===== config.mk =====
export PLATFORM = sky130hd
export DESIGN_NAME = class_file_stream_parser_flat
export DESIGN_NICKNAME = d
export VERILOG_FILES = /design/src/hdl/cfsp_pkg.sv /design/src/hdl/cfsp_stream_if.sv /design/src/hdl/cfsp_core.sv /design/src/hdl/class_file_stream_parser.sv /design/src/flat_wrapper.sv
export SDC_FILE = /design/constraint.sdc
export NUM_CORES = 1
export LEC_CHECK = 0
export BUFFER_PORTS_ARGS = -buffer_cell sky130_fd_sc_hd__buf_2
export CAP_MARGIN = 10
export CORE_ASPECT_RATIO = 1.1
export CORE_MARGIN = 2
export CORE_UTILIZATION = 45
export DETAILED_ROUTE_END_ITERATION = 10
export GPL_TIMING_DRIVEN = 0
export PLACE_DENSITY_LB_ADDON = 0.12
export SYNTH_ARGS = -nofsm -noshare
export SYNTH_HDL_FRONTEND = slang
export SYNTH_HIERARCHICAL = 1
export SYNTH_SLANG_ARGS = --single-unit
export TNS_END_PERCENT = 100

===== constraint.sdc =====
create_clock -name clk -period 13 [get_ports clk]
set_clock_uncertainty 0.15 [all_clocks]
set_input_delay 1.3 -clock clk [delete_from_list [all_inputs] [get_ports clk]]
set_output_delay 1.3 -clock clk [all_outputs]
set_load 0.1 [all_outputs]

===== src/hdl/cfsp_pkg.sv =====
// ----------------------------------------------------------------------------
// cfsp_pkg
// shared types and constants of the class file stream parser
// ----------------------------------------------------------------------------
`default_nettype none
package cfsp_pkg;

	localparam logic [31:0] MAGIC_WORD = 32'hCAFEBABE;

	typedef enum logic [4:0] {
		PH_MAGIC, PH_VERSION, PH_PCOUNT, PH_PTAG, PH_POPER, PH_UTF8,
		PH_ACCESS, PH_THIS, PH_SUPER, PH_ICOUNT, PH_IFACE, PH_FCOUNT,
		PH_FIELD, PH_AHDR, PH_ABYTE, PH_END, PH_IDLE, PH_HALT
	} phase_t;

	typedef enum logic [3:0] {
		K_VERSION = 4'd0, K_POOL = 4'd1, K_UTF8 = 4'd2, K_ACCESS = 4'd3,
		K_THIS = 4'd4, K_SUPER = 4'd5, K_IFACE = 4'd6, K_FIELD = 4'd7,
		K_AHDR = 4'd8, K_ABYTE = 4'd9, K_DONE = 4'd10, K_BAD_MAGIC = 4'd11,
		K_BAD_TAG = 4'd12
	} kind_t;

	localparam logic [7:0] TAG_UTF8   = 8'd1;
	localparam logic [7:0] TAG_LONG   = 8'd5;
	localparam logic [7:0] TAG_DOUBLE = 8'd6;

	typedef struct packed {
		logic [7:0] data_byte;
		logic       first;
	} in_item_t;

	typedef struct packed {
		logic [3:0]  kind;
		logic [7:0]  tag;
		logic [15:0] pool_index;
		logic [63:0] value;
	} out_item_t;

	function automatic logic [3:0] operand_len(input logic [7:0] t);
		case (t)
			8'd1, 8'd7, 8'd8, 8'd16: return 4'd2;
			8'd15: return 4'd3;
			8'd3, 8'd4, 8'd9, 8'd10, 8'd11, 8'd12, 8'd18: return 4'd4;
			8'd5, 8'd6: return 4'd8;
			default: return 4'd0;
		endcase
	endfunction

endpackage
`default_nettype wire


===== src/hdl/cfsp_stream_if.sv =====
// ----------------------------------------------------------------------------
// cfsp_stream_if
// valid/ready channel carrying one payload of type T
// ----------------------------------------------------------------------------
`default_nettype none
interface cfsp_stream_if #(parameter type T = logic) (input wire logic clk);
	logic valid;
	logic ready;
	T     data;
	modport source (output valid, output data, input ready);
	modport sink (input valid, input data, output ready);
endinterface
`default_nettype wire


===== src/hdl/cfsp_core.sv =====
// ----------------------------------------------------------------------------
// cfsp_core
// parse state and token generation for one byte per step
// ----------------------------------------------------------------------------
`default_nettype none
module cfsp_core (
	input  wire logic             clk,
	input  wire logic             arst_n,
	input  wire logic             step,
	input  cfsp_pkg::in_item_t    item,
	output cfsp_pkg::out_item_t   token,
	output logic                  token_valid,
	output logic                  error_q
);
	import cfsp_pkg::*;

	phase_t      phase_q, phase_d;
	logic [3:0]  count_q, count_d;
	logic [63:0] asm_q, asm_d;
	logic [7:0]  tag_q, tag_d;
	logic [15:0] slot_q, slot_d;
	logic [15:0] items_q, items_d;
	logic [31:0] pay_q, pay_d;
	logic [15:0] attr_q, attr_d;
	logic        err_d;

	phase_t      ph;
	logic [3:0]  cnt, cnt1, need, oplen;
	logic [63:0] asmv, word;
	logic [7:0]  tg, b;
	logic [15:0] slot, items, attr, attr_m1, items_m1, slot_p1;
	logic [31:0] pay, pay_m1;
	logic [16:0] nxt;
	logic        done;

	always_comb begin
		b = item.data_byte;
		ph = phase_q; cnt = count_q; asmv = asm_q; tg = tag_q; slot = slot_q;
		items = items_q; pay = pay_q; attr = attr_q; err_d = error_q;
		if (item.first) begin
			ph = PH_MAGIC; cnt = '0; asmv = '0; tg = '0; slot = 16'd1;
			items = '0; pay = '0; attr = '0; err_d = 1'b0;
		end
		phase_d = ph; count_d = cnt; asm_d = asmv; tag_d = tg; slot_d = slot;
		items_d = items; pay_d = pay; attr_d = attr;
		token = '0; token_valid = 1'b0;

		word = {asmv[55:0], b};
		cnt1 = cnt + 4'd1;
		unique case (ph)
			PH_MAGIC, PH_VERSION: need = 4'd4;
			PH_FIELD: need = 4'd8;
			PH_AHDR: need = 4'd6;
			PH_POPER: need = operand_len(tg);
			default: need = 4'd2;
		endcase
		done = (cnt1 >= need);
		oplen = operand_len(b);
		nxt = {1'b0, slot} + ((tg == TAG_LONG || tg == TAG_DOUBLE) ? 17'd2 : 17'd1);
		attr_m1 = attr - 16'd1;
		items_m1 = items - 16'd1;
		slot_p1 = slot + 16'd1;
		pay_m1 = pay - 32'd1;

		if (ph != PH_PTAG && ph != PH_UTF8 && ph != PH_ABYTE && ph != PH_END &&
		    ph != PH_IDLE && ph != PH_HALT) begin
			if (done) begin
				asm_d = '0; count_d = '0;
			end else begin
				asm_d = word; count_d = cnt1;
			end
		end

		unique case (ph)
			PH_MAGIC: if (done) begin
				if (word[31:0] != MAGIC_WORD) begin
					err_d = 1'b1; phase_d = PH_HALT; token_valid = 1'b1;
					token.kind = K_BAD_MAGIC; token.value = {32'd0, word[31:0]};
				end else phase_d = PH_VERSION;
			end
			PH_VERSION: if (done) begin
				phase_d = PH_PCOUNT; token_valid = 1'b1;
				token.kind = K_VERSION; token.value = {32'd0, word[31:0]};
			end
			PH_PCOUNT: if (done) begin
				items_d = word[15:0]; slot_d = 16'd1;
				phase_d = (word[15:0] <= 16'd1) ? PH_ACCESS : PH_PTAG;
			end
			PH_PTAG: begin
				tag_d = b;
				if (oplen == 4'd0) begin
					err_d = 1'b1; phase_d = PH_HALT; token_valid = 1'b1;
					token.kind = K_BAD_TAG; token.tag = b; token.pool_index = slot;
				end else phase_d = PH_POPER;
			end
			PH_POPER: if (done) begin
				token_valid = 1'b1; token.kind = K_POOL; token.tag = tg;
				token.pool_index = slot; token.value = word;
				if (tg == TAG_UTF8 && word != 64'd0) begin
					pay_d = {16'd0, word[15:0]}; phase_d = PH_UTF8;
				end else begin
					phase_d = (nxt >= {1'b0, items}) ? PH_ACCESS : PH_PTAG;
					slot_d = nxt[15:0];
				end
			end
			PH_UTF8: begin
				token_valid = 1'b1; token.kind = K_UTF8; token.pool_index = slot;
				token.value = {56'd0, b}; pay_d = pay_m1;
				if (pay_m1 == 32'd0) begin
					phase_d = (nxt >= {1'b0, items}) ? PH_ACCESS : PH_PTAG;
					slot_d = nxt[15:0];
				end
			end
			PH_ACCESS, PH_THIS, PH_SUPER: if (done) begin
				token_valid = 1'b1; token.value = {48'd0, word[15:0]};
				if (ph == PH_ACCESS) begin
					token.kind = K_ACCESS; phase_d = PH_THIS;
				end else if (ph == PH_THIS) begin
					token.kind = K_THIS; phase_d = PH_SUPER;
				end else begin
					token.kind = K_SUPER; phase_d = PH_ICOUNT;
				end
			end
			PH_ICOUNT: if (done) begin
				items_d = word[15:0]; slot_d = '0;
				phase_d = (word[15:0] != 16'd0) ? PH_IFACE : PH_FCOUNT;
			end
			PH_IFACE: if (done) begin
				token_valid = 1'b1; token.kind = K_IFACE; token.pool_index = slot;
				token.value = {48'd0, word[15:0]};
				slot_d = slot_p1; items_d = items_m1;
				if (items_m1 == 16'd0) phase_d = PH_FCOUNT;
			end
			PH_FCOUNT: if (done) begin
				items_d = word[15:0]; slot_d = '0;
				phase_d = (word[15:0] != 16'd0) ? PH_FIELD : PH_END;
			end
			PH_FIELD: if (done) begin
				token_valid = 1'b1; token.kind = K_FIELD; token.pool_index = slot;
				token.value = word; attr_d = word[15:0];
				if (word[15:0] == 16'd0) begin
					slot_d = slot_p1; items_d = items_m1;
					phase_d = (items_m1 != 16'd0) ? PH_FIELD : PH_END;
				end else phase_d = PH_AHDR;
			end
			PH_AHDR: if (done) begin
				token_valid = 1'b1; token.kind = K_AHDR; token.pool_index = slot;
				token.value = {16'd0, word[47:0]}; pay_d = word[31:0];
				if (word[31:0] == 32'd0) begin
					attr_d = attr_m1;
					if (attr_m1 == 16'd0) begin
						slot_d = slot_p1; items_d = items_m1;
						phase_d = (items_m1 != 16'd0) ? PH_FIELD : PH_END;
					end else phase_d = PH_AHDR;
				end else phase_d = PH_ABYTE;
			end
			PH_ABYTE: begin
				token_valid = 1'b1; token.kind = K_ABYTE; token.pool_index = slot;
				token.value = {56'd0, b}; pay_d = pay_m1;
				if (pay_m1 == 32'd0) begin
					attr_d = attr_m1;
					if (attr_m1 == 16'd0) begin
						slot_d = slot_p1; items_d = items_m1;
						phase_d = (items_m1 != 16'd0) ? PH_FIELD : PH_END;
					end else phase_d = PH_AHDR;
				end
			end
			PH_END: begin
				phase_d = PH_IDLE; token_valid = 1'b1; token.kind = K_DONE;
			end
			default: ;
		endcase
	end

	always_ff @(posedge clk or negedge arst_n) begin
		if (!arst_n) begin
			phase_q <= PH_MAGIC; count_q <= '0; asm_q <= '0; tag_q <= '0;
			slot_q <= 16'd1; items_q <= '0; pay_q <= '0; attr_q <= '0;
			error_q <= 1'b0;
		end else if (step) begin
			phase_q <= phase_d; count_q <= count_d; asm_q <= asm_d; tag_q <= tag_d;
			slot_q <= slot_d; items_q <= items_d; pay_q <= pay_d; attr_q <= attr_d;
			error_q <= err_d;
		end
	end
endmodule
`default_nettype wire


===== src/hdl/class_file_stream_parser.sv =====
// ----------------------------------------------------------------------------
// class_file_stream_parser
// byte-stream class file parser emitting one token per byte at most
// ----------------------------------------------------------------------------
// path: a byte is held in the input register, and its token in the output register
// throughput: one byte per cycle unless the output stalls; input register and
// output register each hold one item and move whenever the next stage is free
// reset: arst_n empties both registers and returns the parser to expect magic
`default_nettype none
module class_file_stream_parser (
	input wire logic clk,
	input wire logic arst_n,
	cfsp_stream_if.sink   in_ch,
	cfsp_stream_if.source out_ch
);
	import cfsp_pkg::*;

	in_item_t  item_s1;
	logic      valid_s1;
	out_item_t tok_s2, tok;
	logic      valid_s2, tok_valid, error_q;
	logic      adv_s1;

	assign adv_s1 = valid_s1 && (!valid_s2 || out_ch.ready);
	assign in_ch.ready = !valid_s1 || adv_s1;

	always_ff @(posedge clk or negedge arst_n) begin
		if (!arst_n) valid_s1 <= 1'b0;
		else if (in_ch.ready) valid_s1 <= in_ch.valid;
	end

	always_ff @(posedge clk) begin
		if (in_ch.ready && in_ch.valid) item_s1 <= in_ch.data;
	end

	cfsp_core u_core (
		.clk(clk), .arst_n(arst_n), .step(adv_s1), .item(item_s1),
		.token(tok), .token_valid(tok_valid), .error_q(error_q)
	);

	always_ff @(posedge clk or negedge arst_n) begin
		if (!arst_n) valid_s2 <= 1'b0;
		else if (!valid_s2 || out_ch.ready) valid_s2 <= adv_s1 && tok_valid;
	end

	always_ff @(posedge clk) begin
		if (adv_s1 && tok_valid && (!valid_s2 || out_ch.ready)) tok_s2 <= tok;
	end

	assign out_ch.valid = valid_s2;
	assign out_ch.data  = tok_s2;

	a_no_overrun: assert property (@(posedge clk) disable iff (!arst_n)
		valid_s2 && !out_ch.ready |=> valid_s2 && $stable(tok_s2))
		else $error("token dropped under stall");
	a_err_token: assert property (@(posedge clk) disable iff (!arst_n)
		adv_s1 && tok_valid && (tok.kind == K_BAD_MAGIC || tok.kind == K_BAD_TAG)
		|=> error_q)
		else $error("error not latched");
	a_err_silent: assert property (@(posedge clk) disable iff (!arst_n)
		adv_s1 && error_q && !item_s1.first |-> !tok_valid)
		else $error("token after error");
endmodule
`default_nettype wire


===== src/flat_wrapper.sv =====
// flat-port wrapper written by rule: the top's interface ports become plain ports
module class_file_stream_parser_flat import cfsp_pkg::*;
  (clk, arst_n, in_ch_valid, in_ch_data, in_ch_ready, out_ch_valid, out_ch_data, out_ch_ready);
  cfsp_stream_if #(.T(in_item_t)) in_ch_i (.clk(clk));
  cfsp_stream_if #(.T(out_item_t)) out_ch_i (.clk(clk));
  input wire logic clk;
  input wire logic arst_n;
  input wire logic [$bits(in_ch_i.valid)-1:0] in_ch_valid;
  input wire logic [$bits(in_ch_i.data)-1:0] in_ch_data;
  output wire logic [$bits(in_ch_i.ready)-1:0] in_ch_ready;
  output wire logic [$bits(out_ch_i.valid)-1:0] out_ch_valid;
  output wire logic [$bits(out_ch_i.data)-1:0] out_ch_data;
  input wire logic [$bits(out_ch_i.ready)-1:0] out_ch_ready;
  assign in_ch_i.valid = in_ch_valid;
  assign in_ch_i.data = in_ch_data;
  assign in_ch_ready = in_ch_i.ready;
  assign out_ch_valid = out_ch_i.valid;
  assign out_ch_data = out_ch_i.data;
  assign out_ch_i.ready = out_ch_ready;
  class_file_stream_parser u_core (.clk(clk), .arst_n(arst_n), .in_ch(in_ch_i), .out_ch(out_ch_i));
endmodule

### After elaboration in Yosys (flattened, before gate mapping)

Memories as Yosys holds them, arrays and structs flattened. A register that Yosys moved wholly into a read port is not among the register bits.
Index checks and enable logic that the tools add are counted.

* register bits after elaboration: 256
* bits in read-only memories: 256
* input port bits: 13
* output and inout port bits: 94
* word-level logic and storage cells: 188
* memories kept: 2

Memory list
* (no name shown): depth 32, bits a word 4, read ports 1, clocked after memory_dff 0, wr ports 0, RTL line cfsp_pkg.sv:40 `case (t)`
* (no name shown): depth 32, bits a word 4, read ports 1, clocked after memory_dff 1, wr ports 0, RTL line cfsp_pkg.sv:40

* add/subtract/negate cells: 6
* order comparisons: 3
* equal/unequal tests: 25
* mux-type cells: 102
* reduce and logical (&&, ||, !) cells: 34

Operators with widths (number)
* case mux 64 bit (8 select lines): 1
* two-way mux 16 bit: 28
* two-way mux 80 bit: 3
* two-way mux 32 bit: 7
* two-way mux 56 bit: 3
* case mux 16 bit (8 select lines): 1
* case mux 16 bit (6 select lines): 1
* case mux 32 bit (3 select lines): 1
* two-way mux 89 bit: 1
* two-way mux 5 bit: 17
* case mux 16 bit (5 select lines): 1
* case mux 5 bit (14 select lines): 1
* zero test 32 bit: 2
* nonzero test 64 bit: 1
* zero test 16 bit: 3
* case mux 16 bit (3 select lines): 1
* == test 5 x 4 -> 1 bit, second input constant: 8
* case mux 4 bit (10 select lines): 1
* two-way mux 4 bit: 9
* != test 32 bit, second input constant: 1
* nonzero test 16 bit: 2
* subtractor 16 x 1 -> 16 bit, second input constant: 2
* subtractor 32 x 1 -> 32 bit, second input constant: 1
* two-way mux 28 bit: 1
* 31 further kinds: 73

### Depth between registers and ports, before layout

* depth after elaboration: 10
* depth in mapped cells: 29
* mapped depth without buffers: 22

### Modules after synthesis

The synthesis kept the hierarchy.

By module, submodules not included
* cfsp_core: instances 1, cells an instance 1862, area each 13785.7 sq um, seq. area each 3854.9 sq um
* class_file_stream_parser: instances 1, cells an instance 111, area each 3144.3 sq um, seq. area each 3083.0 sq um

### Least setup slack after synthesis

No wires, ideal clock.

* path kind: register -> register
* start: reg u_core/item_s1[0] (netlist name)
* end: reg u_core.tok_s2, in the netlist u_core/out_ch.data[0] (enable)
* setup time: 0.555 ns
* data arrival time: 9.605 ns
* required time: 12.295 ns
* path slack: 2.691 ns
* stages on the path, launching flop included: 26
* buffers on the path: 13
* period minus slack after synthesis: 10.309 ns
* path through: edfxtp_1 > clkbuf_1 > clkbuf_1 > clkbuf_1 > buf_2 > buf_2 > clkbuf_1 > clkbuf_1 > clkbuf_1 > buf_1 > nor2b_1 > ha_1 > inv_1 > a21oi_1 > or2_2 > ha_1 > nand2_1 > o21ai_1 > clkbuf_1 > clkbuf_1 > buf_1 > clkbuf_1 > a22oi_1 > o21ai_0 > nand2_1 > nor2b_1

* cells in the longest elaborated chain, start to end: 9
* elaborated cells between the ends (all ways): 33
* classes of those cells: 1 x add/sub; 1 x order compare; 13 x eq/ne; 10 x mux; 7 x reduce/logical; 1 x memory

Ends and longest elaborated chain
* start, declared: RTL line class_file_stream_parser.sv:18 `in_item_t item_s1;`
* start signal, assigned: RTL line class_file_stream_parser.sv:33 `if (in_ch.ready && in_ch.valid) item_s1 <= in_ch.data;`
* two-way mux 8 bit / two-way mux 5 bit (equally long branches): RTL line cfsp_core.sv:40 `if (item.first) begin`
* memory (32 x 4 bit), or another cell as far along
* two-way mux 4 bit / OR reduction 2 bit (equally long branches): RTL line cfsp_pkg.sv:40, cfsp_core.sv:50
* case mux 4 bit (4 select lines): RTL line cfsp_core.sv:50 `unique case (ph)`
* greater-or-equal comparator 4 bit: RTL line cfsp_core.sv:57 `done = (cnt1 >= need);`
* two-way mux 1 bit (on tied branches)
* case mux 1 bit (4 select lines) *: RTL line cfsp_core.sv:74 `unique case (ph)`
* named net u_core.tok_valid: RTL line class_file_stream_parser.sv:21 `logic valid_s2, tok_valid, error_q;`
* logical AND 1 bit * (2 in a row): RTL line class_file_stream_parser.sv:47 `if (adv_s1 && tok_valid && (!valid_s2 || out_ch.ready)) tok_s2 <= tok;`
* end signal, assigned: RTL line class_file_stream_parser.sv:47
* end, declared: RTL line class_file_stream_parser.sv:20 `out_item_t tok_s2, tok;`

Mark *: on every way through the listed nets, which the timed path passes. The rest lies on a longest branch.
A chain may end at the register's enable or synchronous reset.

### Worst setup path in the final report

* start: reg u_core/item_s1[0] (netlist name)
* end: reg u_core.tok_s2, in the netlist u_core/out_ch.data[90] (enable)

Same word-level chain as after synthesis.

==> metrics.csv <==
stage;metric;value;unit
outcome;run status;complete, but fails checks;
outcome;failing checks;negative setup slack;
setup_path;CP max FO;36;
die;I/O pin count;107;
setup_path;r2r setup slk;-210;ps
die;Starting Density;45.62;%
timing;Final Max Slew Viols;0;
setup_path;Req. time, crit path;13110;ps
finish;Final nets;2166;
setup_path;crit path launch type;flop;
finish;layout cells sized above 1;9.696;%
detailed_routing;met3 routed WL;7084;um
finish;layout overhead on the synthesized area;12.83;%
clock_tree;clk_lat worst skew;580;ps
job;maxcap violations;0;
die;Core ar.;0.03704;mm^2
grt;initial antenna violation count;1;
clock_tree;CTS max path bufs;3;
power;maximum vdd drop;0.1663;mV
clock_tree;Root Driver;clkbuf_16;
power;final total power;5.004;mW
setup_path;worst r2r src;u_core/item_s1[0];
setup_path;Setup crit end kind;flop;
synthesis;Syn. warnings;6;
detailed_routing;met2 wire len;33100;um
clock_tree;clk sinks;256;
detailed_routing;vias per cell;6.648;
power;pwr dens;262.5;mW/mm^2
timing;setup TNS;-7143;ps
timing;Fin. Hold Viols;0;
timing;fmax;75.70;MHz
clock_tree;CTS clock-pin slew for the worst setup and hold paths;60;ps
min_path;Hold Path Class;reg -> reg;
clock_tree;CTS Buf Count;28;
timing;Hold Slack;368.4;ps
timing;RSZ-0062 raised after global routing;false;
finish;most frequent cells in the layout;nand2_1, nor2_1, o21ai_0;
setup_path;terminus of the critical flop-to-flop path;u_core/out_ch.data[90];
timing;fin crit period;13210;ps
detailed_routing;highest metal used;met4;
synthesis;Post-Syn Instances;1971;
detailed_routing;DRT Wirelength;74700;um
synthesis;syn_area_per_cell;8.572;um^2
detailed_routing;vias;17480;
detailed_routing;first drt pass iteration count;6;
min_path;worst hold path depth;1;
finish;Fill cells;3604;
place;PortBufs;106;
timing;Rel. slew slack;11.15;%
clock_tree;post-CTS repair timing setup buffer count;0;
synthesis;syn_nets;2023;
detailed_routing;Routed wire per std cell;28.40;um
grt;grt total ovfl;0;
finish;final core occ;51.47;%
power;Leak;7.431;nW
detailed_routing;final antenna-violating net count;0;
setup_path;reg2reg path depth;27;
synthesis;synthesized area;0.01690;mm^2
place;RD Place Congestion;1.017;
die;die height;207.2;um
timing;final worst-path cycle share;101.6;%
detailed_routing;drt initial violations;2125;
grt;first-pass GRT wire length;110000;um
timing;# setup viols final;36;
setup_path;CP arrival;13320;ps
grt;overall routing resource usage;37.47;%
die;DIE AREA;0.03912;mm^2
finish;most common cell after layout, fill and taps aside;nand2_1;
min_path;hold path start;u_core/u_core/slot_q[1];
clock_tree;hold_buf cts;0;
die;Core Rows;74;
grt;largest net degree at the start of global routing;104;
clock_tree;CTS tree;done;
grt;vias in the first global route;16640;
min_path;WHS Endpoint;u_core/u_core/slot_q[1];
clock_tree;H-tree depth;1;
die;Die X-Extent;188.8;um
timing;Least-Margin Pin Slew;1333;ps
timing;setup ws final;-210.2;ps
place;Post-DP HPWL;55010;um
detailed_routing;WL met1;29470;um
detailed_routing;DRC;0;
setup_path;critical path class;reg -> reg;
## worst max-delay path by stage
| stage | from | end | slack, ps | cells after the start |
|---|---|---|---|---|
| final | u_core/item_s1[0] | u_core/out_ch.data[90] | -210 | 27 |
| after global routing | u_core/item_s1[0] | u_core/out_ch.data[39] | 30 | 24 |
| after CTS | u_core/item_s1[0] | u_core/out_ch.data[39] | 110 | 24 |
| after detailed placement | u_core/item_s1[0] | u_core/out_ch.data[39] | -140 | 24 |
| after global placement | u_core/item_s1[0] | u_core/out_ch.data[33] | -5360 | 22 |
| after floorplan | u_core/item_s1[0] | u_core/out_ch.data[0] | 2690 | 25 |
## sequential cells by signal (all words and copies together) (netlist names)
| name | flops |
|---|---|
| u_core/u_core/phase_q | 5 |
| u_core/u_core/count_q | 4 |
| u_core/valid_s1 | 1 |
| u_core/u_core/items_q | 16 |
| u_core/out_ch.data | 92 |
| u_core/item_s1 | 9 |
| u_core/u_core/attr_q | 16 |
| u_core/u_core/pay_q | 32 |
| u_core/u_core/slot_q | 16 |
| u_core/u_core/asm_q | 56 |
| u_core/out_ch.valid | 1 |
| u_core/u_core/tag_q | 8 |
## final cells by class
cell class,instances,area (um^2),area share (%)
clock inverters,19,140.1,0.7351
diodes,1,2.502,0.01313
inverters,36,135.1,0.7088
well taps,494,618.1,3.242
multi-input cells,1530,9290,48.73
repair buffers,112,623.1,3.269
clock buffers,32,757.0,3.971
plain buffers,150,584.3,3.065
flip-flops and latches,256,6913,36.26
## power breakdown
group | leakage, nW | internal (mW) | switching, mW
registers | 3.07 | 1.08 | 0.210
logic | 3.93 | 0.708 | 2.22
clock network | 0.433 | 0.438 | 0.350
total | 7.43 | 2.22 | 2.78
## repair_timing
| action | CTS | global route |
|---|---|---|
| endpoints found under the setup margin | 36 | 74 |
| cloned | 1 | 0 |
| gates resized for setup | 2 | 5 |
## layer usage
metal  vias to the layer above  track usage, %
li1                       7684               -
met4                         0           21.15
met5                         -               0
met2                      1076           58.51
met1                      8472           49.20
met3                       251           6.577
## worst max-delay path: stages (launching register included)
cell and delay, ps:
edfxtp_1 600, clkbuf_1 630, clkbuf_2 550, clkbuf_1 710
buf_2 420, buf_2 450, clkbuf_1 620, clkbuf_1 610
clkdlybuf4s15_1 880, clkbuf_2 560, nor2b_1 100, ha_1 210
inv_1 60, a21oi_1 40, or2_2 340, ha_1 270
nand2_1 40, o21ai_1 530, clkbuf_1 460, clkbuf_1 620
buf_1 640, clkbuf_1 700, a22oi_1 230, o21ai_0 700
nand2_1 500, nor2b_4 610, buf_12 270, buf_12 240
## through the flow
| step | instance area, um^2 | instances | setup slack, ps |
|---|---|---|---|
| after detailed placement | 18140 | 2576 | -144.7 |
| after global routing | 19060 | 2629 | 30.47 |
| after floorplan | 16900 | 1971 | 2691 |
| after global placement | 18040 | 2571 | -5355 |
| final | 19060 | 2630 | -210.2 |
| after CTS | 19050 | 2628 | 114.6 |
No activity file was read; power rests on OpenSTA's default activity.
